### src/rtl/core/u8u16_pkg.sv
// Package for the UTF-8 to UTF-16 decoder: field widths, register map,
// stop codes and the lead-byte decode helpers.
// No dependencies.
`timescale 1ns / 1ps

package u8u16_pkg;

    localparam int BYTE_W       = 8;
    localparam int UNIT_W       = 16;
    localparam int LIMIT_W      = 24;
    localparam int UCOUNT_W     = 24;
    localparam int COUNT_W_DEF  = 24;
    localparam int SEQ_W        = 3;
    localparam int SEEN_W       = 2;
    localparam int CONT_BITS    = 6;
    localparam int APB_DATA_W   = 32;
    localparam int APB_ADDR_W   = 3;

    // Output tdata: code_unit, unit_count. Output tuser: unit_valid, stop_reason.
    localparam int M_TDATA_W    = UNIT_W + UCOUNT_W;
    localparam int M_TUSER_W    = 1 + 2;

    typedef enum logic [1:0] {
        STOP_END_INPUT = 2'd0,
        STOP_INVALID   = 2'd1,
        STOP_TRUNCATED = 2'd2,
        STOP_LIMIT     = 2'd3
    } t_stop_reason;

    // Register select is paddr[2]; the low address bits are the byte offset.
    typedef enum logic {
        REG_COUNT_ONLY = 1'b0,
        REG_UNIT_LIMIT = 1'b1
    } t_reg_sel;

    // Sequence length announced by a lead byte; 0 means an invalid lead.
    function automatic logic [SEQ_W-1:0] lead_length(input logic [BYTE_W-1:0] b);
        logic [SEQ_W-1:0] len;
        len = '0;
        if (b[7] == 1'b0) begin
            len = 3'd1;
        end else if (b[7:5] == 3'b110) begin
            len = 3'd2;
        end else if (b[7:4] == 4'b1110) begin
            len = 3'd3;
        end else if (b[7:3] == 5'b11110) begin
            len = 3'd4;
        end
        return len;
    endfunction

    // Payload bits that a multi-byte lead contributes to the code point.
    function automatic logic [UNIT_W-1:0] lead_bits(input logic [BYTE_W-1:0] b,
                                                    input logic [SEQ_W-1:0] len);
        logic [UNIT_W-1:0] bits;
        case (len)
            3'd2:    bits = UNIT_W'(b[4:0]);
            3'd3:    bits = UNIT_W'(b[3:0]);
            3'd4:    bits = UNIT_W'(b[2:0]);
            default: bits = '0;
        endcase
        return bits;
    endfunction

endpackage

### src/rtl/core/utf8_to_utf16_decoder.sv
// UTF-8 to UTF-16 decoder top level: stream in, stream out, APB registers.
// Depends on u8u16_pkg.
`timescale 1ns / 1ps

// One UTF-8 byte is accepted per clock whenever the sink keeps up: each
// beat updates the running sequence state and, when it produces a result,
// loads the output register. s_tready stays high while the output
// register is empty or being drained in the same cycle; a stalled sink
// holds one result and stops the input after that. A result is on the
// master side in the cycle after its input beat. Outside count mode
// (count_only clear, nonzero limit) each completed character gives one
// 16-bit unit (four-byte sequences keep the low 16 bits); the final
// result of a string has tlast set and carries the count and the stop
// reason. Configuration must be written while idle.
module utf8_to_utf16_decoder #(
    parameter int COUNT_WIDTH = u8u16_pkg::COUNT_W_DEF
) (
    input  logic                               i_clk,
    input  logic                               i_rst_n,
    // Input stream. tdata: data_byte[7:0]. tlast: last_byte.
    input  logic                               s_tvalid,
    output logic                               s_tready,
    input  logic [u8u16_pkg::BYTE_W-1:0]       s_tdata,
    input  logic                               s_tlast,
    // Output stream. tdata: code_unit[15:0], unit_count[39:16].
    // tuser: unit_valid[0], stop_reason[2:1]. tlast: done_res.
    output logic                               m_tvalid,
    input  logic                               m_tready,
    output logic [u8u16_pkg::M_TDATA_W-1:0]    m_tdata,
    output logic [u8u16_pkg::M_TUSER_W-1:0]    m_tuser,
    output logic                               m_tlast,
    // Configuration port.
    input  logic                               psel,
    input  logic                               penable,
    input  logic                               pwrite,
    input  logic [u8u16_pkg::APB_ADDR_W-1:0]   paddr,
    input  logic [u8u16_pkg::APB_DATA_W-1:0]   pwdata,
    output logic [u8u16_pkg::APB_DATA_W-1:0]   prdata,
    output logic                               pready
);
    import u8u16_pkg::*;

    localparam int CMP_W = (COUNT_WIDTH > LIMIT_W) ? COUNT_WIDTH : LIMIT_W;
    localparam logic [COUNT_WIDTH-1:0] COUNT_MAX = '1;

    // Configuration registers.
    logic               r_count_only;
    logic [LIMIT_W-1:0] r_unit_limit;

    // String state.
    logic [SEQ_W-1:0]       r_seq_len,   n_seq_len;
    logic [SEEN_W-1:0]      r_seen,      n_seen;
    logic [UNIT_W-1:0]      r_partial,   n_partial;
    logic [COUNT_WIDTH-1:0] r_char_count, n_char_count;
    logic                   r_stopped,   n_stopped;

    // Output register.
    logic                   r_out_valid;
    logic [UNIT_W-1:0]      r_out_unit;
    logic                   r_out_uvalid;
    logic [UCOUNT_W-1:0]    r_out_count;
    logic                   r_out_done;
    t_stop_reason           r_out_reason;

    logic                   in_beat;
    logic                   cnt_mode;
    logic                   res_emit;
    logic [UNIT_W-1:0]      res_unit;
    logic                   res_valid;
    logic                   res_done;
    t_stop_reason           res_reason;
    logic [COUNT_WIDTH-1:0] res_count;
    logic                   cfg_wr;

    // ---------------- Configuration ----------------
    assign pready = 1'b1;
    assign cfg_wr = psel & penable & pwrite & pready;

    always_ff @(posedge i_clk) begin
        if (!i_rst_n) begin
            r_count_only <= 1'b0;
            r_unit_limit <= '0;
        end else if (cfg_wr) begin
            case (t_reg_sel'(paddr[2]))
                REG_COUNT_ONLY: r_count_only <= pwdata[0];
                REG_UNIT_LIMIT: r_unit_limit <= pwdata[LIMIT_W-1:0];
                default: ;
            endcase
        end
    end

    always_comb begin
        case (t_reg_sel'(paddr[2]))
            REG_COUNT_ONLY: prdata = APB_DATA_W'(r_count_only);
            REG_UNIT_LIMIT: prdata = APB_DATA_W'(r_unit_limit);
            default:        prdata = '0;
        endcase
    end

    // ---------------- Per-byte decode ----------------
    assign s_tready = !r_out_valid || m_tready;
    assign in_beat  = s_tvalid && s_tready;
    assign cnt_mode = r_count_only || (r_unit_limit == '0);

    always_comb begin
        logic [SEQ_W-1:0]       len;
        logic [COUNT_WIDTH-1:0] bumped;
        logic                   at_limit;

        len      = lead_length(s_tdata);
        bumped   = (r_char_count != COUNT_MAX) ? r_char_count + 1'b1 : r_char_count;
        at_limit = CMP_W'(r_char_count) >= CMP_W'(r_unit_limit);

        n_seq_len    = r_seq_len;
        n_seen       = r_seen;
        n_partial    = r_partial;
        n_char_count = r_char_count;
        n_stopped    = r_stopped;
        res_unit     = '0;
        res_valid    = 1'b0;
        res_done     = 1'b0;
        res_reason   = STOP_END_INPUT;
        res_emit     = 1'b0;
        res_count    = r_char_count;

        if (r_stopped) begin
            // Drop bytes until the end of the string.
            if (s_tlast) begin
                n_seq_len    = '0;
                n_seen       = '0;
                n_partial    = '0;
                n_char_count = '0;
                n_stopped    = 1'b0;
            end
        end else begin
            if (r_seq_len != '0) begin
                n_partial = {r_partial[UNIT_W-CONT_BITS-1:0], s_tdata[CONT_BITS-1:0]};
                n_seen    = r_seen + 1'b1;
                if (SEQ_W'(n_seen) == r_seq_len || n_seen == '0) begin
                    n_seq_len = '0;
                    n_seen    = '0;
                    if (!cnt_mode) begin
                        res_unit     = n_partial;
                        res_valid    = 1'b1;
                        n_char_count = bumped;
                    end
                    n_partial = '0;
                end
            end else if (len == '0) begin
                res_done   = 1'b1;
                res_reason = STOP_INVALID;
            end else if (!cnt_mode && at_limit) begin
                // Limit already reached or lowered below the count.
                res_done   = 1'b1;
                res_reason = STOP_LIMIT;
            end else if (cnt_mode) begin
                n_char_count = bumped;
                if (len > SEQ_W'(1)) begin
                    n_seq_len = len;
                    n_seen    = SEEN_W'(1);
                    n_partial = '0;
                end
            end else if (len == SEQ_W'(1)) begin
                res_unit     = UNIT_W'(s_tdata);
                res_valid    = 1'b1;
                n_char_count = bumped;
            end else begin
                n_seq_len = len;
                n_seen    = SEEN_W'(1);
                n_partial = lead_bits(s_tdata, len);
            end

            if (!res_done) begin
                if (s_tlast) begin
                    res_done   = 1'b1;
                    res_reason = (!cnt_mode && n_seq_len != '0) ? STOP_TRUNCATED
                                                                : STOP_END_INPUT;
                end else if (!cnt_mode && res_valid &&
                             CMP_W'(n_char_count) >= CMP_W'(r_unit_limit)) begin
                    res_done   = 1'b1;
                    res_reason = STOP_LIMIT;
                end
            end

            res_emit  = res_valid || res_done;
            // The reported count includes this byte but precedes the end-of-string clear.
            res_count = n_char_count;

            if (res_done) begin
                n_seq_len = '0;
                n_seen    = '0;
                n_partial = '0;
                if (s_tlast) begin
                    n_char_count = '0;
                    n_stopped    = 1'b0;
                end else begin
                    n_stopped = 1'b1;
                end
            end
        end
    end

    always_ff @(posedge i_clk) begin
        if (!i_rst_n) begin
            r_seq_len    <= '0;
            r_seen       <= '0;
            r_partial    <= '0;
            r_char_count <= '0;
            r_stopped    <= 1'b0;
        end else if (in_beat) begin
            r_seq_len    <= n_seq_len;
            r_seen       <= n_seen;
            r_partial    <= n_partial;
            r_char_count <= n_char_count;
            r_stopped    <= n_stopped;
        end
    end

    // ---------------- Output register ----------------
    always_ff @(posedge i_clk) begin
        if (!i_rst_n) begin
            r_out_valid <= 1'b0;
        end else if (in_beat && res_emit) begin
            r_out_valid <= 1'b1;
        end else if (m_tready) begin
            r_out_valid <= 1'b0;
        end
    end

    always_ff @(posedge i_clk) begin
        if (in_beat && res_emit) begin
            r_out_unit   <= res_unit;
            r_out_uvalid <= res_valid;
            r_out_count  <= UCOUNT_W'(res_count);
            r_out_done   <= res_done;
            r_out_reason <= res_reason;
        end
    end

    assign m_tvalid = r_out_valid;
    assign m_tdata  = {r_out_count, r_out_unit};
    assign m_tuser  = {r_out_reason, r_out_uvalid};
    assign m_tlast  = r_out_done;

    // ---------------- Assertions ----------------
    a_seq_seen_agree: assert property (@(posedge i_clk) disable iff (!i_rst_n)
        (r_seq_len == '0) == (r_seen == '0))
        else $error("sequence length and bytes seen disagree");

    a_stopped_idle: assert property (@(posedge i_clk) disable iff (!i_rst_n)
        r_stopped |-> (r_seq_len == '0 && r_partial == '0))
        else $error("sequence state left over after a stop");

    a_last_clears: assert property (@(posedge i_clk) disable iff (!i_rst_n)
        (in_beat && s_tlast) |=> (r_char_count == '0 && !r_stopped && r_seq_len == '0))
        else $error("string state not cleared after last byte");

    a_nounit_is_done: assert property (@(posedge i_clk) disable iff (!i_rst_n)
        (m_tvalid && !m_tuser[0]) |-> m_tlast)
        else $error("result with neither unit nor done");

    a_reason_only_done: assert property (@(posedge i_clk) disable iff (!i_rst_n)
        (m_tvalid && !m_tlast) |-> (m_tuser[2:1] == STOP_END_INPUT))
        else $error("stop reason set on a non-final result");

endmodule

### config.mk
export PLATFORM = sky130hd
export DESIGN_NAME = utf8_to_utf16_decoder
export DESIGN_NICKNAME = d
export VERILOG_FILES = /design/src/rtl/core/u8u16_pkg.sv /design/src/rtl/core/utf8_to_utf16_decoder.sv
export SDC_FILE = /design/constraint.sdc
export NUM_CORES = 1
export LEC_CHECK = 0
export BUFFER_PORTS_ARGS = -buffer_cell sky130_fd_sc_hd__buf_2
export CAP_MARGIN = 30
export CORE_ASPECT_RATIO = 1.5
export CORE_MARGIN = 1.5
export CORE_UTILIZATION = 40
export CTS_BUF_LIST = sky130_fd_sc_hd__clkbuf_16
export CTS_CLUSTER_SIZE = 20
export DETAILED_ROUTE_END_ITERATION = 12
export GPL_TIMING_DRIVEN = 0
export PLACE_DENSITY = 0.6
export SYNTH_ARGS = -nofsm -noshare
export SYNTH_HDL_FRONTEND = slang
export SYNTH_SLANG_ARGS = --single-unit
### constraint.sdc
create_clock -name i_clk -period 9 [get_ports i_clk]
set_clock_uncertainty 0.2 [all_clocks]
set_input_delay 1.8 -clock i_clk [delete_from_list [all_inputs] [get_ports i_clk]]
set_output_delay 1.8 -clock i_clk [all_outputs]
set_load 0.01 [all_outputs]
==> results.yml, run 1 <==
outcome:
  status: "complete, no violations"
drt:
  drtIter0Drc: 419
  via_per_inst: 5.57
  remaining_drc_errors: 0
  vias: 6240
  wl_per_cell_um: 18.2
  firstDrtPassIters: 5
  ant_nets: 0
  routed_wl_um: 20400
cells_and_area:
  fin_nets: 1006
  regArea_mm2: 0.00264
  drive_above_1_share: 0.170
  antenna_cells: 0
  num-fill-cells: 1671
  multiInputGateArea_mm2: 0.00384
  area_delta_synth_final_pct: 16.7
  instances_no_fill: 1120
  fin_area_mm2: 0.00802
timing:
  drv_slew: 0
  fmaxAchievable_mhz: 132
  timing.final.crit_period_ns: 7.59
  period_share: 0.844
  final_hold_viol_count: 0
  whs_ns: 0.273
  slew_headroom: 0.372
  final-setup-viol-count: 0
  fin_ws_ns: 1.41
  tightest_slew_ns: 0.918
  rsz0062_at_grt: "no"
critical_path:
  cp-end-kind: "flip-flop"
  path_max_fanout: 29
  reg2reg_to: "r_out_count[1]"
  worst_ep_required_time_ns: 8.87
  crit_type: "reg2reg"
  arrival_ns: 7.46
  cpMostUsedCell: "clkbuf_1"
  cp_cell_sequence: "inv_1, ha_1, a21oi_1, o21ai_0, a2111oi_0, or2_2, and3_1, clkbuf_1, or2_2, clkbuf_1, clkbuf_1, nand2_1, xnor2_1, ha_1, nand4_1, or4_1, o211ai_1, a211o_1, a311oi_2, o21ai_2, nor2_1, a21boi_4, buf_12"
  rrSetupSlack_ns: 1.41
  worstSetupStartpointType: "flip-flop"
  worstRegToRegCells: 23
  critPathMaxStageDelay_ns: 0.81
  r2r-start: "r_unit_limit[23]"
  cp_slowest_cell: "a2111oi_0"
yosys:
  yosysWarningCount: 0
  async_reset_ff_frac: 0
  synth_most_common_cell: "nand2_1"
  synth_cells: 779
  synth_area_mm2: 0.00687
  synth_area_leaders: "dfxtp_1 (19%), edfxtp_1 (19%), ha_1 (9.1%), nand2_1 (5.2%), xnor2_1 (4.5%)"
  ys.flop_type: "dfxtp_1"
  synth_top_area_frac: 0.192
  synth_edf_count: 44
  ys_top_cells_by_count: "nand2_1 (95), dfxtp_1 (66), nor2_1 (59)"
  yosys_register_bits: 110
  synth-seq-area-share: 0.385
  avgSynthCellArea_um2: 8.82
  yosysTopAreaCell: "dfxtp_1"
  synth.distinct_cells: 66
min_path:
  min-delay-start: "r_partial[5]"
  hold_end: "r_partial[5]"
  hold_path.class: "reg2reg"
  hold_depth: 1
placement:
  place.gp.congestion: 0.920
  port_buffers: 107
  dpl-instance-area_mm2: 0.00773
  dpl.cell_count: 1104
  place_ws_ns: 1.19
  place_hpwl_um: 16300
clock_network:
  cts_buffers: 9
  cts_tree: "done"
  postCtsHoldBufs: 0
  cts_root_buf: "clkbuf_16"
  cts_buffer_depth: 2
  postCtsSetupBuffers: 0
  postCtsResizedCells: 0
  htreeDepth: 3
  clk_pin_slew_ns: 0.08
  cts.sinks: 110
  clkLatencyLatePin_ns: 0.36
power:
  ir_worst_vdd_mv: 0.0883
  power.density_mw_per_mm2: 156
  power_mw: 1.25
  p_leak_nw: 3.25
die:
  fp-row-count: 58
  start_util: 0.410
  fp.dieW_um: 110
  core_area_mm2: 0.0168
  die_h_um: 164
  dieArea_mm2: 0.0180
  num_io_pins: 130
grt:
  grt_start_max_net_pins: 30
  grt.total_usage: 0.233
  grt_pass1_wl_um: 31600
  grt_pass1_vias: 6103
  overflow: 0
  antenna_found_initial: 0
job:
  maxCapViolations: 0
[cell families (layout without fill, tap and decap cells)]
| logic type | Yosys count | count (layout) | share of synthesized area |
|---|---|---|---|
| and+or+nand+nor | 281 | 281 | 0.198 |
| buffers and inverters | 101 | 225 | 0.0617 |
| xor gates and xnor gates | 44 | 44 | 0.0561 |
| other | 2 | 9 | 0.00109 |
| DFF | 110 | 110 | 0.385 |
| AOI/OAI and AO/OA | 185 | 185 | 0.198 |
| muxes | 6 | 6 | 0.00983 |
| adders and majority gates | 50 | 50 | 0.0910 |
[power by group]
part	internal (mW)	switching [mW]
clock	0.194	0.203
sequential	0.558	0.0122
combinational	0.0969	0.183
total	0.849	0.399
[how the worst max path moves through the flow]
stage / from / to / slack [ns] / depth (start not counted)
3_5_place_dp: s_tdata[6] / r_out_count[1] / 1.19 / 19
3_3_place_gp: s_tdata[6] / r_out_count[1] / -0.95 / 18
2_1_floorplan: s_tdata[6] / m_tlast / 1.03 / 18
5_1_grt: r_unit_limit[23] / r_out_count[5] / 1.01 / 23
4_1_cts: r_unit_limit[23] / r_out_count[1] / 1.38 / 23
6_report: r_unit_limit[23] / r_out_count[1] / 1.41 / 23
[placed cells by master (no fill, tap or decap), types with 11 or more instances in the layout]
| cell type | n |
|---|---|
| buf_2 | 110 |
| nand2_1 | 95 |
| dfxtp_1 | 66 |
| nor2_1 | 59 |
| ha_1 | 50 |
| edfxtp_1 | 44 |
| inv_1 | 42 |
| clkbuf_1 | 40 |
| xnor2_1 | 35 |
| a21oi_1 | 27 |
| a21boi_0 | 25 |
| nand3_1 | 21 |
| nor4_1 | 20 |
| o21ai_0 | 19 |
| nand4_1 | 19 |
| a31oi_1 | 19 |
| and3_1 | 14 |
| nor3_1 | 13 |
| a21o_1 | 11 |
| buf_4 | 11 |
[stage by stage]
| stage | util | TNS (ns) |
|---|---|---|
| after detailed placement | 0.461 | 0 |
| after global placement | 0.459 | -41.45 |
| final | 0.478 | 0 |
| after CTS | 0.478 | 0 |
| after floorplan | - | 0 |
| after global routing | 0.478 | 0 |
[cell type report]
| type | instances | area share |
|---|---|---|
| buffer | 59 | 0.0332 |
| clock buffer | 9 | 0.0281 |
| clock inverter | 7 | 0.00811 |
| inverter | 42 | 0.0197 |
| multi-input combinational | 575 | 0.479 |
| sequential | 110 | 0.330 |
| tap | 210 | 0.0328 |
| timing repair buffer | 108 | 0.0693 |
[metal layers]
| metal | track usage | share of wire | vias up |
|---|---|---|---|
| li1 | - | - | 3088 |
| met1 | 0.270 | 0.41 | 2879 |
| met2 | 0.416 | 0.51 | 225 |
| met3 | 0.0291 | 0.045 | 48 |
| met4 | 0.113 | 0.036 | 0 |
| met5 | 0 | 0 | - |
[sequential cells by signal, summed over array words and instances (netlist names)]
| signal | cells |
|---|---|
| r_partial | 10 |
| m_tlast | 1 |
| r_out_reason | 2 |
| r_char_count | 24 |
| r_out_unit | 16 |
| r_count_only | 1 |
| r_seen | 2 |
| r_seq_len | 3 |
| r_out_uvalid | 1 |
| m_tvalid | 1 |
| r_out_count | 24 |
| r_unit_limit | 24 |
| r_stopped | 1 |
[worst max-delay path, delay by kind of cell, from the launching register on]
kind,cells,cell delay (ns)
AO/OA/AOI/OAI,8,2.65
AND/OR/NAND/NOR,7,1.70
buffers and inverters,5,1.50
adder cells (fa/ha/maj),2,0.68
flip-flops,1,0.36
XOR/XNOR,1,0.18
(Power assumes the default switching activity.)
==> run 2: changes to the inputs <==
- clock period: 9 -> 7.4 ns (I/O delays scaled with it)
==> results.yml, run 2 (synthesized netlist as in run 1, its figures left out) <==
outcome:
  status: "complete, no violations"
grt:
  grt_start_max_net_pins: 30
  grt_pass1_vias: 6009
  grt.total_usage: 0.231
  antenna_found_initial: 0
  grt_pass1_wl_um: 31400
  overflow: 0
power:
  p_sw_mw: 0.477
  p_leak_nw: 3.25
  power_frac_seq: 0.459
  ir_worst_vdd_mv: 0.0952
  power_mw: 1.51
  power.density_mw_per_mm2: 188
  intPower_mw: 1.03
  clkPwrFrac: 0.314
  comb_power_share: 0.227
  sw_frac_of_total: 0.316
drt:
  remaining_drc_errors: 0
  routed_wl_um: 20300
  wl_per_cell_um: 18.1
  drtIter0Drc: 438
  firstDrtPassIters: 6
  via_per_inst: 5.54
  vias: 6215
  ant_nets: 0
job:
  maxCapViolations: 0
die:
  die_h_um: 164
  num_io_pins: 130
  dieArea_mm2: 0.0180
  core_area_mm2: 0.0168
  fp.dieW_um: 110
  fp-row-count: 58
  start_util: 0.410
cells_and_area:
  final_core_util: 0.479
  final_common_cell: "buf_2"
  fin_nets: 1007
  final_cell_mix: "buf_2 (110), nand2_1 (95), dfxtp_1 (66)"
  drive_above_1_share: 0.171
  reg_top3: "r_char_count (24), r_out_count (24), r_unit_limit (24)"
  antenna_cells: 0
  num-fill-cells: 1705
  area_delta_synth_final_pct: 16.9
  fin_area_mm2: 0.00803
min_path:
  hold_path.class: "reg2reg"
  hold_depth: 1
critical_path:
  arrival_ns: 6.76
  worstSetupStartpointType: "flip-flop"
  cp-end-kind: "flip-flop"
  path_max_fanout: 29
  worstRegToRegCells: 23
  worst_ep_required_time_ns: 7.26
  crit_type: "reg2reg"
clock_network:
  cts_buffer_depth: 2
  htreeDepth: 3
  clk_pin_slew_ns: 0.08
  cts_tree: "done"
  cts_root_buf: "clkbuf_16"
  clkLatencyLatePin_ns: 0.35
  cts_buffers: 9
  cts.sinks: 110
placement:
  place_hpwl_um: 16200
  port_buffers: 107
  place.gp.congestion: 0.933
  dpl-instance-area_mm2: 0.00773
timing:
  whs_ns: 0.274
  final_hold_viol_count: 0
  timing.final.crit_period_ns: 6.90
  fin_setup_tns_ns: 0
  slew_headroom: 0.462
  drv_slew: 0
  tightest_slew_ns: 0.806
  final-setup-viol-count: 0
  rsz0062_at_grt: "no"
  period_share: 0.933
  fmaxAchievable_mhz: 145
## run 2: area by class of cell
cell class / count / area [um2] / area share
Buffer: 59 / 268 / 0.0333
Clock buffer: 9 / 225 / 0.0280
Clock inverter: 7 / 55.1 / 0.00686
Inverter: 42 / 158 / 0.0196
Multi-Input combinational cell: 575 / 3840 / 0.479
Sequential cell: 110 / 2640 / 0.329
Tap cell: 210 / 263 / 0.0327
Timing Repair Buffer: 109 / 576 / 0.0717
## run 2: path summary, 6_finish.rpt
path,slack [ns],start,endpoint
setup / recovery,0.50,r_char_count[0],r_out_count[1]
hold / removal,0.27,r_partial[9],r_partial[9]
setup reg to reg,0.50,r_char_count[0],r_out_count[1]
hold reg to reg,0.27,r_partial[9],r_partial[9]
## run 2: worst max-delay path, cell delays in order (launching register included)
cell and delay (ns):
dfxtp_1 0.47, inv_1 0.15, ha_1 0.29, nand2b_1 0.13, a2111oi_0 0.48, nor4_1 0.15, o31ai_2 0.33, and3_1 0.21
clkbuf_1 0.29, or2_2 0.17, clkbuf_1 0.30, clkbuf_2 0.33, nand2_1 0.10, xnor2_1 0.15, ha_1 0.34, nand4_1 0.20
or4_1 0.60, o211ai_1 0.18, a211o_1 0.22, a311oi_2 0.14, o21ai_2 0.47, nor2_1 0.21, a21boi_4 0.27, buf_12 0.22
## run 2: through the flow
stage / setup slack, ns / instances
after floorplan: 0.522 / 786
after global placement: -1.24 / 1103
after detailed placement: -0.148 / 1104
after CTS: 0.334 / 1121
after global routing: 0.109 / 1121
final: 0.499 / 1121
## run 2: power by group through the flow
stage	clock network, mW	registers [mW]	logic [mW]
3_3_place_gp	0	0.709	0.329
6_report	0.474	0.693	0.343
3_5_place_dp	0	0.708	0.338
2_1_floorplan	0	0.724	0.198
4_1_cts	0.486	0.693	0.343
5_1_grt	0.507	0.699	0.379
## run 2: routing by layer
layer	GRT usage	routed length [um]	up-vias
met5	0	0	-
met3	0.0331	1000	63
met2	0.406	10200	227
met1	0.267	8250	2853
met4	0.119	895	0
li1	-	-	3072
## run 2: timing repair
item | in CTS | in global routing
buffers inserted | 1 | 0
endpoints found under the setup margin | 29 | 44
hold buffers | 0 | 0
cloned | 0 | 0
gates resized for setup | 1 | 2
pin swaps | 1 | 0
hold endpoints to repair | 0 | 0
==> run 3: changes to the inputs <==
- MAX_ROUTING_LAYER: default -> met4
==> results.yml, run 3 (synthesized netlist as in run 1, its figures left out) <==
timing:
  timing.final.crit_period_ns: 7.07
  final-setup-viol-count: 0
  period_share: 0.955
  fin_setup_tns_ns: 0
  fmaxAchievable_mhz: 141
  final_hold_viol_count: 0
  fin_ws_ns: 0.331
  slew_headroom: 0.490
  rsz0062_at_grt: "no"
  tightest_slew_ns: 0.764
  whs_ns: 0.273
  drv_slew: 0
die:
  core_area_mm2: 0.0168
  num_io_pins: 130
  fp.dieW_um: 110
  die_h_um: 164
  fp-row-count: 58
  dieArea_mm2: 0.0180
  start_util: 0.410
cells_and_area:
  final_cell_mix: "buf_2 (110), nand2_1 (95), dfxtp_1 (66)"
  fin_nets: 1007
  final_core_util: 0.479
  fin_area_mm2: 0.00804
  antenna_cells: 0
  final_common_cell: "buf_2"
  area_delta_synth_final_pct: 16.9
  reg_top3: "r_char_count (24), r_out_count (24), r_unit_limit (24)"
  instances_no_fill: 1121
  drive_above_1_share: 0.171
placement:
  place.gp.congestion: 0.951
  dpl.cell_count: 1104
  port_buffers: 107
  place_hpwl_um: 16100
  dpl-instance-area_mm2: 0.00773
  place_ws_ns: -0.257
critical_path:
  arrival_ns: 6.94
  cp-end-kind: "flip-flop"
  worstSetupStartpointType: "flip-flop"
  path_max_fanout: 26
  cpMostUsedCell: "clkbuf_1"
  critPathMaxStageDelay_ns: 0.60
  crit_type: "reg2reg"
  worst_ep_required_time_ns: 7.27
  cp_slowest_cell: "or4_1"
  crit_family: "compound AO/OA/AOI/OAI gates"
  cp_cell_sequence: "inv_1, ha_1, nand2b_1, a2111oi_0, nor4_1, o31ai_2, and3_1, clkbuf_1, or2_2, clkbuf_1, clkbuf_1, nand2_1, xnor2_1, ha_1, nand4_1, or4_1, o211ai_1, a211o_1, a311oi_2, o21ai_2, nor2_1, a21boi_4, buf_16"
  worstPathBufferInverterCount: 5
clock_network:
  clkLatencyLatePin_ns: 0.36
  clk_pin_slew_ns: 0.08
  cts_buffers: 9
  htreeDepth: 3
  cts_buffer_depth: 2
  cts.sinks: 110
  cts_root_buf: "clkbuf_16"
  cts_tree: "done"
drt:
  vias: 6281
  remaining_drc_errors: 0
  via_per_inst: 5.60
  ant_nets: 0
  routed_wl_um: 20200
  wl_per_cell_um: 18.0
  firstDrtPassIters: 5
  drtIter0Drc: 506
power:
  p_leak_nw: 3.25
  ir_worst_vdd_mv: 0.0965
  power.density_mw_per_mm2: 187
  power_mw: 1.50
grt:
  grt_pass1_wl_um: 31600
  antenna_found_initial: 0
  grt_start_max_net_pins: 27
  grt_pass1_vias: 6059
  overflow: 0
  grt.total_usage: 0.238
outcome:
  status: "complete, no violations"
job:
  maxCapViolations: 0
min_path:
  hold_path.class: "reg2reg"
run 3: changes by cell type in the layout (fill, tap and decap cells not counted):
cell	change
buf_16	+1
clkinv_4	-2
clkinvlp_4	+1
inv_4	-1
clkinv_2	+2
a2111oi_1	-1
clkbuf_1	+1
buf_12	-1
clkbuf_2	-1
a2111oi_2	+1
run 3: power by group:
group	total [mW]	internal (mW)	switching (mW)
registers	0.692	0.678	0.0143
logic	0.345	0.123	0.222
clock network	0.466	0.230	0.236
total	1.50	1.03	0.472
run 3: worst paths after layout:
| path | slack [ns] | from | depth (start not counted) | to |
|---|---|---|---|---|
| worst min-delay path | 0.27 | r_partial[8] | 1 | r_partial[8] |
| worst max register to register | 0.33 | r_char_count[0] | 23 | r_out_count[1] |
| worst min register to register | 0.27 | r_partial[8] | 1 | r_partial[8] |
| worst max-delay path | 0.33 | r_char_count[0] | 23 | r_out_count[1] |
run 3: repair_timing:
| action | CTS | global route |
|---|---|---|
| pin swaps | 1 | 0 |
| resized for setup | 1 | 1 |
| buffers inserted | 1 | 0 |
| endpoints found under the setup margin | 44 | 51 |
| hold buffers | 0 | 0 |
| cloned | 0 | 0 |
run 3: layout make-up:
| type | count | area (um2) |
|---|---|---|
| Timing Repair Buffer | 109 | 583 |
| Clock buffer | 9 | 225 |
| Sequential cell | 110 | 2640 |
| Multi-Input combinational cell | 575 | 3850 |
| Buffer | 59 | 267 |
| Fill cell | 1699 | 8730 |
| Clock inverter | 7 | 48.8 |
| Tap cell | 210 | 263 |
| Inverter | 42 | 158 |
run 3: routing by layer:
layer / wire length [um] / track usage
met4: 977 / 0.129
met2: 10100 / 0.405
met1: 7900 / 0.265
met3: 1180 / 0.0323
met5: 0 / -
run 3: worst register-to-register path, stage by stage (launching register included):
cell and delay [ns]:
dfxtp_1 0.44, inv_1 0.13, ha_1 0.28, nand2b_1 0.14
a2111oi_0 0.51, nor4_1 0.16, o31ai_2 0.31, and3_1 0.20
clkbuf_1 0.29, or2_2 0.17, clkbuf_1 0.32, clkbuf_1 0.48
nand2_1 0.14, xnor2_1 0.17, ha_1 0.34, nand4_1 0.20
or4_1 0.60, o211ai_1 0.18, a211o_1 0.22, a311oi_2 0.14
o21ai_2 0.46, nor2_1 0.20, a21boi_4 0.29, buf_16 0.21
